### src/design/wapd_pkg.sv
// Shared types and constants for the wrapped-angle PD steering block.
// Used by wapd_law and wrapped_angle_pd_steering; depends on nothing else.

package wapd_pkg;

   // Register indexes on the configuration port
   localparam int unsigned CSR_INDEX_BITS = 3;
   localparam logic [CSR_INDEX_BITS-1:0] REG_GOAL_COUNT        = 3'd0;
   localparam logic [CSR_INDEX_BITS-1:0] REG_COUNTS_PER_TURN   = 3'd1;
   localparam logic [CSR_INDEX_BITS-1:0] REG_PROP_GAIN         = 3'd2;
   localparam logic [CSR_INDEX_BITS-1:0] REG_DERIV_GAIN        = 3'd3;
   localparam logic [CSR_INDEX_BITS-1:0] REG_DEAD_BAND         = 3'd4;
   localparam logic [CSR_INDEX_BITS-1:0] REG_DEAD_BAND_AT_ZERO = 3'd5;

   // Fixed register widths
   localparam int unsigned TURN_BITS  = 16;
   localparam int unsigned GAIN_BITS  = 10;
   localparam int unsigned BAND_BITS  = 16;
   localparam int unsigned SPEED_BITS = 7;

   // Drive magnitude ceiling
   localparam logic [SPEED_BITS-1:0] SPEED_LIMIT = 7'd100;

   // Reset values
   localparam logic [TURN_BITS-1:0] TURN_RESET      = 16'd4096;
   localparam logic [GAIN_BITS-1:0] PROP_RESET      = 10'd1;
   localparam logic [GAIN_BITS-1:0] DERIV_RESET     = 10'd0;
   localparam logic [BAND_BITS-1:0] BAND_RESET      = 16'd1;
   localparam logic [BAND_BITS-1:0] BAND_ZERO_RESET = 16'd1;

   // Control-law settings that do not depend on the count width
   typedef struct packed {
      logic [TURN_BITS-1:0] counts_per_turn;
      logic [GAIN_BITS-1:0] prop_gain;
      logic [GAIN_BITS-1:0] deriv_gain;
      logic [BAND_BITS-1:0] dead_band;
      logic [BAND_BITS-1:0] dead_band_at_zero;
   } law_cfg_type;

endpackage

### src/design/wrapped_angle_pd_steering.sv
// Wrapped-angle PD steering controller: input register, control law, result register.
// Depends on wapd_pkg and wapd_law.
// Samples wait in the input register until the result register is free or draining.
// Throughput: one sample per cycle unless the result side stalls; the stored error follows
// each sample into the result register, so consecutive samples need no gap.
// Reset (synchronous, active high) empties both stages and restores goal, settings and stored error.

module wrapped_angle_pd_steering #(
   parameter int unsigned COUNT_BITS = 16
) (
   input  logic clock,
   input  logic reset,
   // Sample channel
   input  logic                                  req_tvalid,
   output logic                                  req_tready,
   input  logic [((COUNT_BITS+7)/8)*8-1:0]       req_tdata,  // [COUNT_BITS-1:0] measured_count
   // Result channel
   output logic                                  rsp_tvalid,
   input  logic                                  rsp_tready,
   output logic [7:0]                            rsp_tdata,  // [0] direction, [7:1] speed
   // Configuration writes
   input  logic                                  csr_we,
   input  logic [wapd_pkg::CSR_INDEX_BITS-1:0]   csr_index,
   input  logic [((COUNT_BITS > 16) ? COUNT_BITS : 16)-1:0] csr_wdata
);

   logic [COUNT_BITS-1:0]        goal_ff, goal_in;
   wapd_pkg::law_cfg_type        cfg_ff, cfg_in;
   logic                         s1_valid_ff, s1_valid_in;
   logic [COUNT_BITS-1:0]        count_ff;
   logic signed [COUNT_BITS:0]   prev_error_ff;
   logic                         rsp_valid_ff, rsp_valid_in;
   logic                         direction_ff;
   logic [wapd_pkg::SPEED_BITS-1:0] speed_ff;
   logic signed [COUNT_BITS:0]   law_error;
   logic                         law_direction;
   logic [wapd_pkg::SPEED_BITS-1:0] law_speed;
   logic                         advance;
   logic                         req_xfer;

   // Register writes
   always_comb begin
      goal_in = goal_ff;
      cfg_in  = cfg_ff;
      if (csr_we) begin
         case (csr_index)
            wapd_pkg::REG_GOAL_COUNT:        goal_in = csr_wdata[COUNT_BITS-1:0];
            wapd_pkg::REG_COUNTS_PER_TURN:   cfg_in.counts_per_turn = csr_wdata[15:0];
            wapd_pkg::REG_PROP_GAIN:         cfg_in.prop_gain = csr_wdata[9:0];
            wapd_pkg::REG_DERIV_GAIN:        cfg_in.deriv_gain = csr_wdata[9:0];
            wapd_pkg::REG_DEAD_BAND:         cfg_in.dead_band = csr_wdata[15:0];
            wapd_pkg::REG_DEAD_BAND_AT_ZERO: cfg_in.dead_band_at_zero = csr_wdata[15:0];
            default: ;
         endcase
      end
   end

   always_ff @(posedge clock) begin
      if (reset) begin
         goal_ff                  <= '0;
         cfg_ff.counts_per_turn   <= wapd_pkg::TURN_RESET;
         cfg_ff.prop_gain         <= wapd_pkg::PROP_RESET;
         cfg_ff.deriv_gain        <= wapd_pkg::DERIV_RESET;
         cfg_ff.dead_band         <= wapd_pkg::BAND_RESET;
         cfg_ff.dead_band_at_zero <= wapd_pkg::BAND_ZERO_RESET;
      end else begin
         goal_ff <= goal_in;
         cfg_ff  <= cfg_in;
      end
   end

   // Handshake: the input stage moves on when the result register is free or draining
   assign advance      = s1_valid_ff && (!rsp_valid_ff || rsp_tready);
   assign req_tready   = !s1_valid_ff || advance;
   assign req_xfer     = req_tvalid && req_tready;
   assign s1_valid_in  = req_xfer || (s1_valid_ff && !advance);
   assign rsp_valid_in = advance || (rsp_valid_ff && !rsp_tready);

   wapd_law #(
      .COUNT_BITS(COUNT_BITS)
   ) u_law (
      .goal_count     (goal_ff),
      .measured_count (count_ff),
      .previous_error (prev_error_ff),
      .cfg            (cfg_ff),
      .error          (law_error),
      .direction      (law_direction),
      .speed          (law_speed)
   );

   // Control state
   always_ff @(posedge clock) begin
      if (reset) begin
         s1_valid_ff   <= 1'b0;
         rsp_valid_ff  <= 1'b0;
         prev_error_ff <= '0;
      end else begin
         s1_valid_ff  <= s1_valid_in;
         rsp_valid_ff <= rsp_valid_in;
         if (advance) begin
            prev_error_ff <= law_error;
         end
      end
   end

   // Payload: capture the sample, hold the result until its transfer
   always_ff @(posedge clock) begin
      if (req_xfer) begin
         count_ff <= req_tdata[COUNT_BITS-1:0];
      end
      if (advance) begin
         direction_ff <= law_direction;
         speed_ff     <= law_speed;
      end
   end

   assign rsp_tvalid = rsp_valid_ff;
   assign rsp_tdata  = {speed_ff, direction_ff};

`ifndef SYNTH
   // A sample taken into an empty input stage is held there next cycle
   a_capture: assert property (@(posedge clock) disable iff (reset)
      (req_xfer && !s1_valid_ff) |=> s1_valid_ff)
      else $error("accepted sample lost from input stage");

   // A stalled result with a waiting sample blocks new samples
   a_backpressure: assert property (@(posedge clock) disable iff (reset)
      (rsp_valid_ff && !rsp_tready && s1_valid_ff) |-> !req_tready)
      else $error("input accepted while both stages are full");

   // The stored error changes only when a sample moves to the result register
   a_prev_hold: assert property (@(posedge clock) disable iff (reset)
      !advance |=> $stable(prev_error_ff))
      else $error("error feedback changed without a sample");

   // Drive never exceeds the limit
   a_speed_limit: assert property (@(posedge clock) disable iff (reset)
      rsp_valid_ff |-> (speed_ff <= wapd_pkg::SPEED_LIMIT))
      else $error("speed above limit");
`endif

endmodule

### src/design/wapd_law.sv
// Combinational PD control law with shortest-way angle wrap and dead bands.
// Depends on wapd_pkg for the settings struct and the speed limit.

module wapd_law #(
   parameter int unsigned COUNT_BITS = 16
) (
   input  logic [COUNT_BITS-1:0]        goal_count,
   input  logic [COUNT_BITS-1:0]        measured_count,
   input  logic signed [COUNT_BITS:0]   previous_error,
   input  wapd_pkg::law_cfg_type        cfg,
   output logic signed [COUNT_BITS:0]   error,
   output logic                         direction,
   output logic [wapd_pkg::SPEED_BITS-1:0] speed
);

   localparam int unsigned ERR_BITS  = COUNT_BITS + 1;
   localparam int unsigned WIDE_BITS =
      ((COUNT_BITS > wapd_pkg::TURN_BITS) ? COUNT_BITS : wapd_pkg::TURN_BITS) + 2;
   localparam int unsigned GAIN_S    = wapd_pkg::GAIN_BITS + 1;
   localparam int unsigned CORR_BITS = ERR_BITS + GAIN_S + 2;

   logic signed [ERR_BITS-1:0]  raw_err;
   logic [ERR_BITS-1:0]         raw_abs;
   logic [WIDE_BITS-1:0]        raw_mag_w;
   logic [WIDE_BITS-1:0]        half_w;
   logic signed [WIDE_BITS-1:0] raw_err_w;
   logic signed [WIDE_BITS-1:0] turn_w;
   logic signed [WIDE_BITS-1:0] wrap_w;
   logic signed [ERR_BITS:0]    err_diff;
   logic signed [GAIN_S-1:0]    kp_s;
   logic signed [GAIN_S-1:0]    kd_s;
   logic signed [CORR_BITS-1:0] p_term;
   logic signed [CORR_BITS-1:0] d_term;
   logic signed [CORR_BITS-1:0] corr;
   logic [CORR_BITS-1:0]        corr_mag;
   logic [ERR_BITS-1:0]         err_abs;
   logic [WIDE_BITS-1:0]        err_mag_w;
   logic                        in_band;
   logic                        in_zero_band;

   // Raw error and its magnitude
   assign raw_err = $signed({1'b0, goal_count}) - $signed({1'b0, measured_count});
   assign raw_abs = raw_err[ERR_BITS-1] ? ERR_BITS'(-raw_err) : raw_err;
   assign raw_mag_w = WIDE_BITS'(raw_abs);
   assign half_w    = WIDE_BITS'(cfg.counts_per_turn >> 1);

   // Move the error one turn toward zero when it spans more than half a turn
   assign raw_err_w = WIDE_BITS'(raw_err);
   assign turn_w    = $signed(WIDE_BITS'(cfg.counts_per_turn));
   always_comb begin
      if (raw_mag_w > half_w) begin
         wrap_w = raw_err[ERR_BITS-1] ? raw_err_w + turn_w : raw_err_w - turn_w;
      end else begin
         wrap_w = raw_err_w;
      end
   end
   // The wrap never grows the magnitude, so the error keeps its width
   assign error = wrap_w[ERR_BITS-1:0];

   // Proportional and derivative terms
   assign err_diff = (ERR_BITS+1)'(error) - (ERR_BITS+1)'(previous_error);
   assign kp_s     = $signed({1'b0, cfg.prop_gain});
   assign kd_s     = $signed({1'b0, cfg.deriv_gain});
   assign p_term   = CORR_BITS'(kp_s) * CORR_BITS'(error);
   assign d_term   = CORR_BITS'(kd_s) * CORR_BITS'(err_diff);
   assign corr     = p_term + d_term;
   assign corr_mag = corr[CORR_BITS-1] ? CORR_BITS'(-corr) : corr;

   // Dead bands on the wrapped error
   assign err_abs      = error[ERR_BITS-1] ? ERR_BITS'(-error) : error;
   assign err_mag_w    = WIDE_BITS'(err_abs);
   assign in_band      = err_mag_w < WIDE_BITS'(cfg.dead_band);
   assign in_zero_band = (goal_count == '0) &&
                         (err_mag_w < WIDE_BITS'(cfg.dead_band_at_zero));

   // Saturate the drive and stop inside either band
   assign direction = ~corr[CORR_BITS-1];
   always_comb begin
      if (in_band || in_zero_band) begin
         speed = '0;
      end else if (corr_mag > CORR_BITS'(wapd_pkg::SPEED_LIMIT)) begin
         speed = wapd_pkg::SPEED_LIMIT;
      end else begin
         speed = corr_mag[wapd_pkg::SPEED_BITS-1:0];
      end
   end

endmodule
### config.mk
export PLATFORM = sky130hd
export DESIGN_NAME = wrapped_angle_pd_steering
export DESIGN_NICKNAME = d
export VERILOG_FILES = /design/src/design/wapd_pkg.sv /design/src/design/wrapped_angle_pd_steering.sv /design/src/design/wapd_law.sv
export SDC_FILE = /design/constraint.sdc
export NUM_CORES = 1
export LEC_CHECK = 0
export ABC_AREA = 1
export ABC_CLOCK_PERIOD_IN_PS = 13100
export BUFFER_PORTS_ARGS = -buffer_cell sky130_fd_sc_hd__buf_4
export CAP_MARGIN = 25
export CORE_AREA = 2 2 292 294
export DETAILED_ROUTE_END_ITERATION = 12
export DIE_AREA = 0 0 294 296
export GPL_TIMING_DRIVEN = 0
export SYNTH_ARGS = -nofsm -noshare
export SYNTH_HDL_FRONTEND = slang
export SYNTH_SLANG_ARGS = --single-unit
export TNS_END_PERCENT = 5
### constraint.sdc
create_clock -name clock -period 13.1 [get_ports clock]
set_input_delay 3.93 -clock clock [delete_from_list [all_inputs] [get_ports clock]]
set_output_delay 3.93 -clock clock [all_outputs]
set_load 0.01 [all_outputs]
* Word-level counts from Yosys, hierarchy flattened
Index checks and enable logic that the tools add are counted.
Storage, ports and cells: register bits 127, logic and storage cells 62
Operators by class: $add $sub $neg 8, multipliers 2, magnitude comparators 4, equality and inequality tests 5, multiplexer cells 6, bitwise logic cells 1, reductions and logical operators 23
Operator list (number):
- two-way mux 17 bit | 4
- less-than comparator 17 x 16 -> 1 bit | 2
- negation 17 bit | 2
- adder 30 bit | 1
- > comparator 30 x 7 -> 1 bit, second input constant | 1
- two-way mux 30 bit | 1
- negation 30 bit | 1
- multiplier 11 x 18 -> 29 bit | 1
- multiplier 11 x 17 -> 28 bit | 1
- subtractor 17 x 17 -> 18 bit | 1
- adder 17 bit | 1
- > comparator 17 x 15 -> 1 bit | 1
- subtractor 16 x 16 -> 17 bit | 1
- subtractor 17 bit | 1
- logical NOT 16 bit | 1
- AND reduction 2 bit | 6
- two-way mux 7 bit | 1
- equality test 3 x 2 -> 1 bit, second input constant | 2
- equality test 3 bit, second input constant | 2
- logical AND 1 bit | 5
- logical OR 1 bit | 5
- logical NOT 1 bit | 4
- equality test 3 x 1 -> 1 bit, second input constant | 1
- logical NOT 3 bit | 1
- 2 further kinds | 2

* Longest topological paths before layout
word-level depth 12, gate-level depth with buffers 95

* By module
Synthesis repeated with hierarchy kept, for this count alone.
Second synthesis, totals: cells, all modules 3392, area, all modules 24458.5 um^2
By module, submodules not included:
- wapd_law | times used 1, cells an instance 2780, area an instance 19553.8 um^2, sequential area each 0.0 um^2
- wrapped_angle_pd_steering | times used 1, cells an instance 612, area an instance 4904.7 um^2, sequential area each 2782.7 um^2

* Worst setup path before layout
OpenSTA, ideal clock, no wires.
path type reg2reg, start point register goal_ff[0], end point register speed_ff[6] (netlist name), data pin, setup time 0.255 ns, arrival 13.158 ns, required time 12.845 ns, setup slack -0.313 ns, stages on the path, launching flop included 86, buffers on the path 5, clock period less this slack 13.413 ns, cell sequence dfxtp_1 > inv_1 > ha_1 > fa_1 > inv_1 > nand3_1 > nand2_2 > nand2_2 > nand2_2 > nand3_1 > nand2_1 > clkbuf_1 > clkbuf_1 > nor2_1 > xor2_1 > ha_1 > nand2_1 > nor2_1 > (+50 left out) > nor3_1 > inv_1 > nor3_1 > nor3_1 > nand2_1 > nand2_1 > nand2_1 > clkbuf_1 > nand2_1 > o21ai_0 > nand2_1 > nor2_1 > nand3_1 > nor3_1 > nand3_1 > nand2_1 > nand2_1 > and2_1
On the way: longest elaborated chain between the ends 12, elaborated cells on any way between the ends 23, classes of those cells add/sub (8); mul (2); order compare (4); mux (6); reduce/logical (3)
Ends and longest elaborated chain:
- start: declaration | line wrapped_angle_pd_steering.sv:27 | logic [COUNT_BITS-1:0] goal_ff, goal_in;
- start signal: assignment | line wrapped_angle_pd_steering.sv:67 | goal_ff <= goal_in;
- subtractor 16 x 16 -> 17 bit | line wapd_law.sv:42 | assign raw_err = $signed({1'b0, goal_count}) - $signed({1'b0, measured_count});
- negation 17 bit | line wapd_law.sv:43 | assign raw_abs = raw_err[ERR_BITS-1] ? ERR_BITS'(-raw_err) : raw_err;
- two-way mux 17 bit | line wapd_law.sv:43
- > comparator 17 x 15 -> 1 bit | line wapd_law.sv:51 | if (raw_mag_w > half_w) begin
- two-way mux 17 bit | line wapd_law.sv:51
- subtractor 17 x 17 -> 18 bit | line wapd_law.sv:61 | assign err_diff = (ERR_BITS+1)'(error) - (ERR_BITS+1)'(previous_error);
- multiplier 11 x 18 -> 29 bit | line wapd_law.sv:65 | assign d_term = CORR_BITS'(kd_s) * CORR_BITS'(err_diff);
- adder 30 bit | line wapd_law.sv:66 | assign corr = p_term + d_term;
- negation 30 bit | line wapd_law.sv:67 | assign corr_mag = corr[CORR_BITS-1] ? CORR_BITS'(-corr) : corr;
- two-way mux 30 bit | line wapd_law.sv:67
- > comparator 30 x 7 -> 1 bit | line wapd_law.sv:81 | end else if (corr_mag > CORR_BITS'(wapd_pkg::SPEED_LIMIT)) begin
- two-way mux 7 bit | line wapd_law.sv:81
- end signal: assignment | line wrapped_angle_pd_steering.sv:113 | speed_ff <= law_speed;
- end: declaration | line wrapped_angle_pd_steering.sv:34 | logic [wapd_pkg::SPEED_BITS-1:0] speed_ff;
Several ways; a longest one is shown, not always the timed one. A chain may end at the register's enable or synchronous reset.

* Final worst setup path
start point register count_ff[0], end point register speed_ff[5] (netlist name), data pin
On the way: longest elaborated chain between the ends 12, elaborated cells on any way between the ends 22, classes of those cells add/sub (8); mul (2); order compare (4); mux (6); reduce/logical (2)
Ends and longest elaborated chain:
- start: declaration | line wrapped_angle_pd_steering.sv:30 | logic [COUNT_BITS-1:0] count_ff;
- start signal: assignment | line wrapped_angle_pd_steering.sv:109 | count_ff <= req_tdata[COUNT_BITS-1:0];
- subtractor 16 x 16 -> 17 bit * | line wapd_law.sv:42
- negation 17 bit | line wapd_law.sv:43
- two-way mux 17 bit | line wapd_law.sv:43
- > comparator 17 x 15 -> 1 bit | line wapd_law.sv:51
- two-way mux 17 bit * | line wapd_law.sv:51
- subtractor 17 x 17 -> 18 bit | line wapd_law.sv:61
- multiplier 11 x 18 -> 29 bit | line wapd_law.sv:65
- adder 30 bit | line wapd_law.sv:66
- negation 30 bit | line wapd_law.sv:67
- two-way mux 30 bit | line wapd_law.sv:67
- > comparator 30 x 7 -> 1 bit | line wapd_law.sv:81
- two-way mux 7 bit | line wapd_law.sv:81
Every way passes the cells marked *; elsewhere a longest branch is shown, timed or not.

==> metrics.yaml <==
status: "finished clean"
critPathMaxFanout: 5
layout_cell_share_with_drive_strength_beyond_1_pct: 14.35
finalWirelength_microns: 74570
detail_route.wl_per_cell_microns: 15.54
vias_in_the_first_global_route: 23290
dr.pass1.iters: 6
postLayoutSetupSlackWorst_ns: 0.07491
critical_path_class: "reg2reg"
cts_clk_pin_slew_worst_paths_ns: 0.07
max-clock-path-buffers: 2
placed_cell_area_sq_mm: 0.02675
clkLatencyLatePin_ns: 0.46
path_common_cell: "sky130_fd_sc_hd__nand2_2"
place_congestion: 0.9278
critical_path_required_ns: 13.31
synth.avg_cell_area_sq_um: 7.090
global_route.usage.total_pct: 17.42
fin_crit_ns: 13.03
max_slew_margin_pct: 53.07
hold_path.class: "reg2reg"
tritoncts: "built"
synth_fp_nets: 4138
grt_pass1_wl_microns: 120800
fin_skew_ns: 0.01748
rsz0062_at_grt: "yes"
worstSetupStartpointType: "flip-flop"
max_cap_violations: 0
place_worst_setup_slack_ns: -2.903
worst_setup_path_end_kind: "flip-flop"
drt.antenna.violating_nets: 0
timing.final.hold_violations: 0
die_width_microns: 294
finalSetupViolCount: 0
synth-seq-cells: 127
synth_top_area_share_pct: 25.29
route.detailed.drc: 0
timing.critical_path.slowest_cell_delay_ns: 0.59
critical-path-slowest-cell: "sky130_fd_sc_hd__fa_2"
timing.final.max_slew_violations: 0
placement_rows: 107
design_area_sq_mm: 0.02975
grt_antenna_before_repair: 1
ff_latch_area_sq_mm: 0.002786
nFillCells: 8821
ys_dominant_reg_cell: "sky130_fd_sc_hd__dfxtp_1"
via_count: 22880
yosys_warnings: 0
area_growth_pct: 18.94
actual_slew_at_the_worst_max_slew_pin_ns: 0.7039
grt_start_max_net_pins: 17
placement.io_buffers: 48
asyncSetResetFlopFracSynth_pct: 0
htreeDepth: 4
yosysSeqAreaShare_pct: 11.13
dpl.hpwl_microns: 60270
yosys-top-cells-area: "sky130_fd_sc_hd__fa_1 (25%), sky130_fd_sc_hd__ha_1 (13%), sky130_fd_sc_hd__inv_1 (11%)"
synthCells: 3528
synth_edf_count: 24
pin_count: 50
fp.dieArea_sq_mm: 0.08702
cts_hold_buf: 0
period_share_pct: 99.43
core_area_sq_mm: 0.08421
worst_hold_slack_ns: 0.4579
die_height_microns: 296
antenna_cells_inserted: 0
multi_input_comb_area_sq_mm: 0.02043
gr-total-overflow: 0
yosys_top_cell_by_area: "sky130_fd_sc_hd__fa_1"
fmax_mhz: 76.77
vias_per_cell: 4.769
netlist_area_before_placement_sq_mm: 0.02501
detailedRoute.firstIterationViolations: 1438
netlist-cell-type-count: 54
worst-endpoint-arrival_ns: 13.23
number_of_clock_sinks: 127
layout.core_utilization_pct: 35.33
nets: 4304
clockRootBuffer: "sky130_fd_sc_hd__clkbuf_16"
initial_util_pct: 29.70
tritoncts.num_buffers: 17
cell families (layout without fill, tap and decap cells):
family	count (synthesis)	after routing	share of synthesized area, %
adder cells (fa/ha/maj)	570	570	38.00
XOR/XNOR	143	143	5.037
AND/OR/NAND/NOR	1382	1382	22.89
AO/OA/AOI/OAI	458	458	10.09
flip-flops	127	127	11.13
buffers and inverters	848	1027	12.86
worst max-delay path, delay by kind of cell (launching register included):
family                   cells  cell delay (ns)
flip-flops                   1             0.43
buffers and inverters       11             1.05
AO/OA/AOI/OAI               14             1.86
XOR/XNOR                     2             0.33
AND/OR/NAND/NOR             44             4.17
adder cells (fa/ha/maj)     13             4.90
layout make-up:
cell class | count | area share, %
inverters | 773 | 9.929
well taps | 1090 | 4.584
multi-input cells | 2553 | 68.69
flip-flops and latches | 127 | 9.366
plain buffers | 74 | 1.392
clock buffers | 18 | 1.514
clock inverters | 14 | 0.5678
repair buffers | 148 | 3.962
flip-flops by register name (all words and copies together) (netlist names):
name and flops:
cfg_ff 68, count_ff 16, direction_ff 1, goal_ff 16, prev_error_ff 17, rsp_tvalid 1, s1_valid_ff 1, speed_ff 7
placed cells by master, fill, tap and decap left out, types with 11 or more instances in the layout:
cell type	instances
sky130_fd_sc_hd__nand2_1	635
sky130_fd_sc_hd__clkbuf_1	57
sky130_fd_sc_hd__o21ai_0	139
sky130_fd_sc_hd__nand3_2	12
sky130_fd_sc_hd__clkbuf_16	19
sky130_fd_sc_hd__ha_4	29
sky130_fd_sc_hd__a21oi_1	185
sky130_fd_sc_hd__o21ai_2	12
sky130_fd_sc_hd__nor2_4	13
sky130_fd_sc_hd__nand2_2	63
sky130_fd_sc_hd__inv_2	22
sky130_fd_sc_hd__clkinv_1	11
sky130_fd_sc_hd__nand4_1	44
sky130_fd_sc_hd__xnor2_1	33
sky130_fd_sc_hd__inv_1	725
sky130_fd_sc_hd__fa_1	311
sky130_fd_sc_hd__buf_4	142
sky130_fd_sc_hd__nor3_1	20
sky130_fd_sc_hd__nor2_1	385
sky130_fd_sc_hd__nand3_1	106
sky130_fd_sc_hd__edfxtp_1	24
sky130_fd_sc_hd__nand2_4	17
sky130_fd_sc_hd__xor2_1	102
sky130_fd_sc_hd__a21oi_2	31
sky130_fd_sc_hd__ha_1	218
sky130_fd_sc_hd__dfxtp_1	100
sky130_fd_sc_hd__nor2_2	35
path summary, 6_finish.rpt:
kind	from	to	slack, ns	cells past startpoint
hold reg to reg	cfg_ff[25]	cfg_ff[25]	0.46	2
setup reg to reg	count_ff[0]	speed_ff[5]	0.07	84
setup / recovery	count_ff[0]	speed_ff[5]	0.07	84
hold / removal	cfg_ff[25]	cfg_ff[25]	0.46	2
routing by layer:
layer / vias to the layer above / track usage, % / part of all wire, %
met3: 105 / 1.327 / 4.2
li1: 11210 / - / -
met4: 2 / 5.202 / 2.6
met1: 11010 / 22.74 / 45
met2: 547 / 30.67 / 49
met5: - / 0 / 0.017
through the flow:
step | cells | TNS, ns
after floorplan | 3528 | 0
after global placement | 4666 | -20.58
after detailed placement | 4667 | -21.50
after CTS | 4758 | 0
after global routing | 4797 | -4.648
final | 4797 | 0
Yosys cell counts (6+ instances only):
library cell,n
sky130_fd_sc_hd__a211oi_1,6
sky130_fd_sc_hd__a21boi_0,9
sky130_fd_sc_hd__a21o_1,9
sky130_fd_sc_hd__a21oi_1,217
sky130_fd_sc_hd__a31oi_1,11
sky130_fd_sc_hd__buf_2,8
sky130_fd_sc_hd__clkbuf_1,62
sky130_fd_sc_hd__clkinv_1,15
sky130_fd_sc_hd__dfxtp_1,103
sky130_fd_sc_hd__edfxtp_1,24
sky130_fd_sc_hd__fa_1,316
sky130_fd_sc_hd__ha_1,254
sky130_fd_sc_hd__inv_1,751
sky130_fd_sc_hd__inv_2,7
sky130_fd_sc_hd__nand2_1,701
sky130_fd_sc_hd__nand2_2,17
sky130_fd_sc_hd__nand3_1,114
sky130_fd_sc_hd__nand3_2,6
sky130_fd_sc_hd__nand3b_1,7
sky130_fd_sc_hd__nand4_1,44
sky130_fd_sc_hd__nor2_1,425
sky130_fd_sc_hd__nor2_2,6
sky130_fd_sc_hd__nor3_1,26
sky130_fd_sc_hd__nor4_1,10
sky130_fd_sc_hd__o211ai_1,9
sky130_fd_sc_hd__o21a_1,9
sky130_fd_sc_hd__o21ai_0,160
sky130_fd_sc_hd__o21bai_1,6
sky130_fd_sc_hd__or2_2,14
sky130_fd_sc_hd__xnor2_1,35
sky130_fd_sc_hd__xor2_1,107
repair_timing:
item / 4_1_cts / 5_1_grt
setup endpoints to repair: 8 / 8
resized for setup: 248 / 170
pin swaps: 97 / 131
hold endpoints to repair: 0 / 0
gates cloned: 2 / 0
setup buffers: 57 / 40
Power is left out: the tool's default activity adds up to more than one toggle a clock period on the data nets, which glitch-free logic cannot reach.
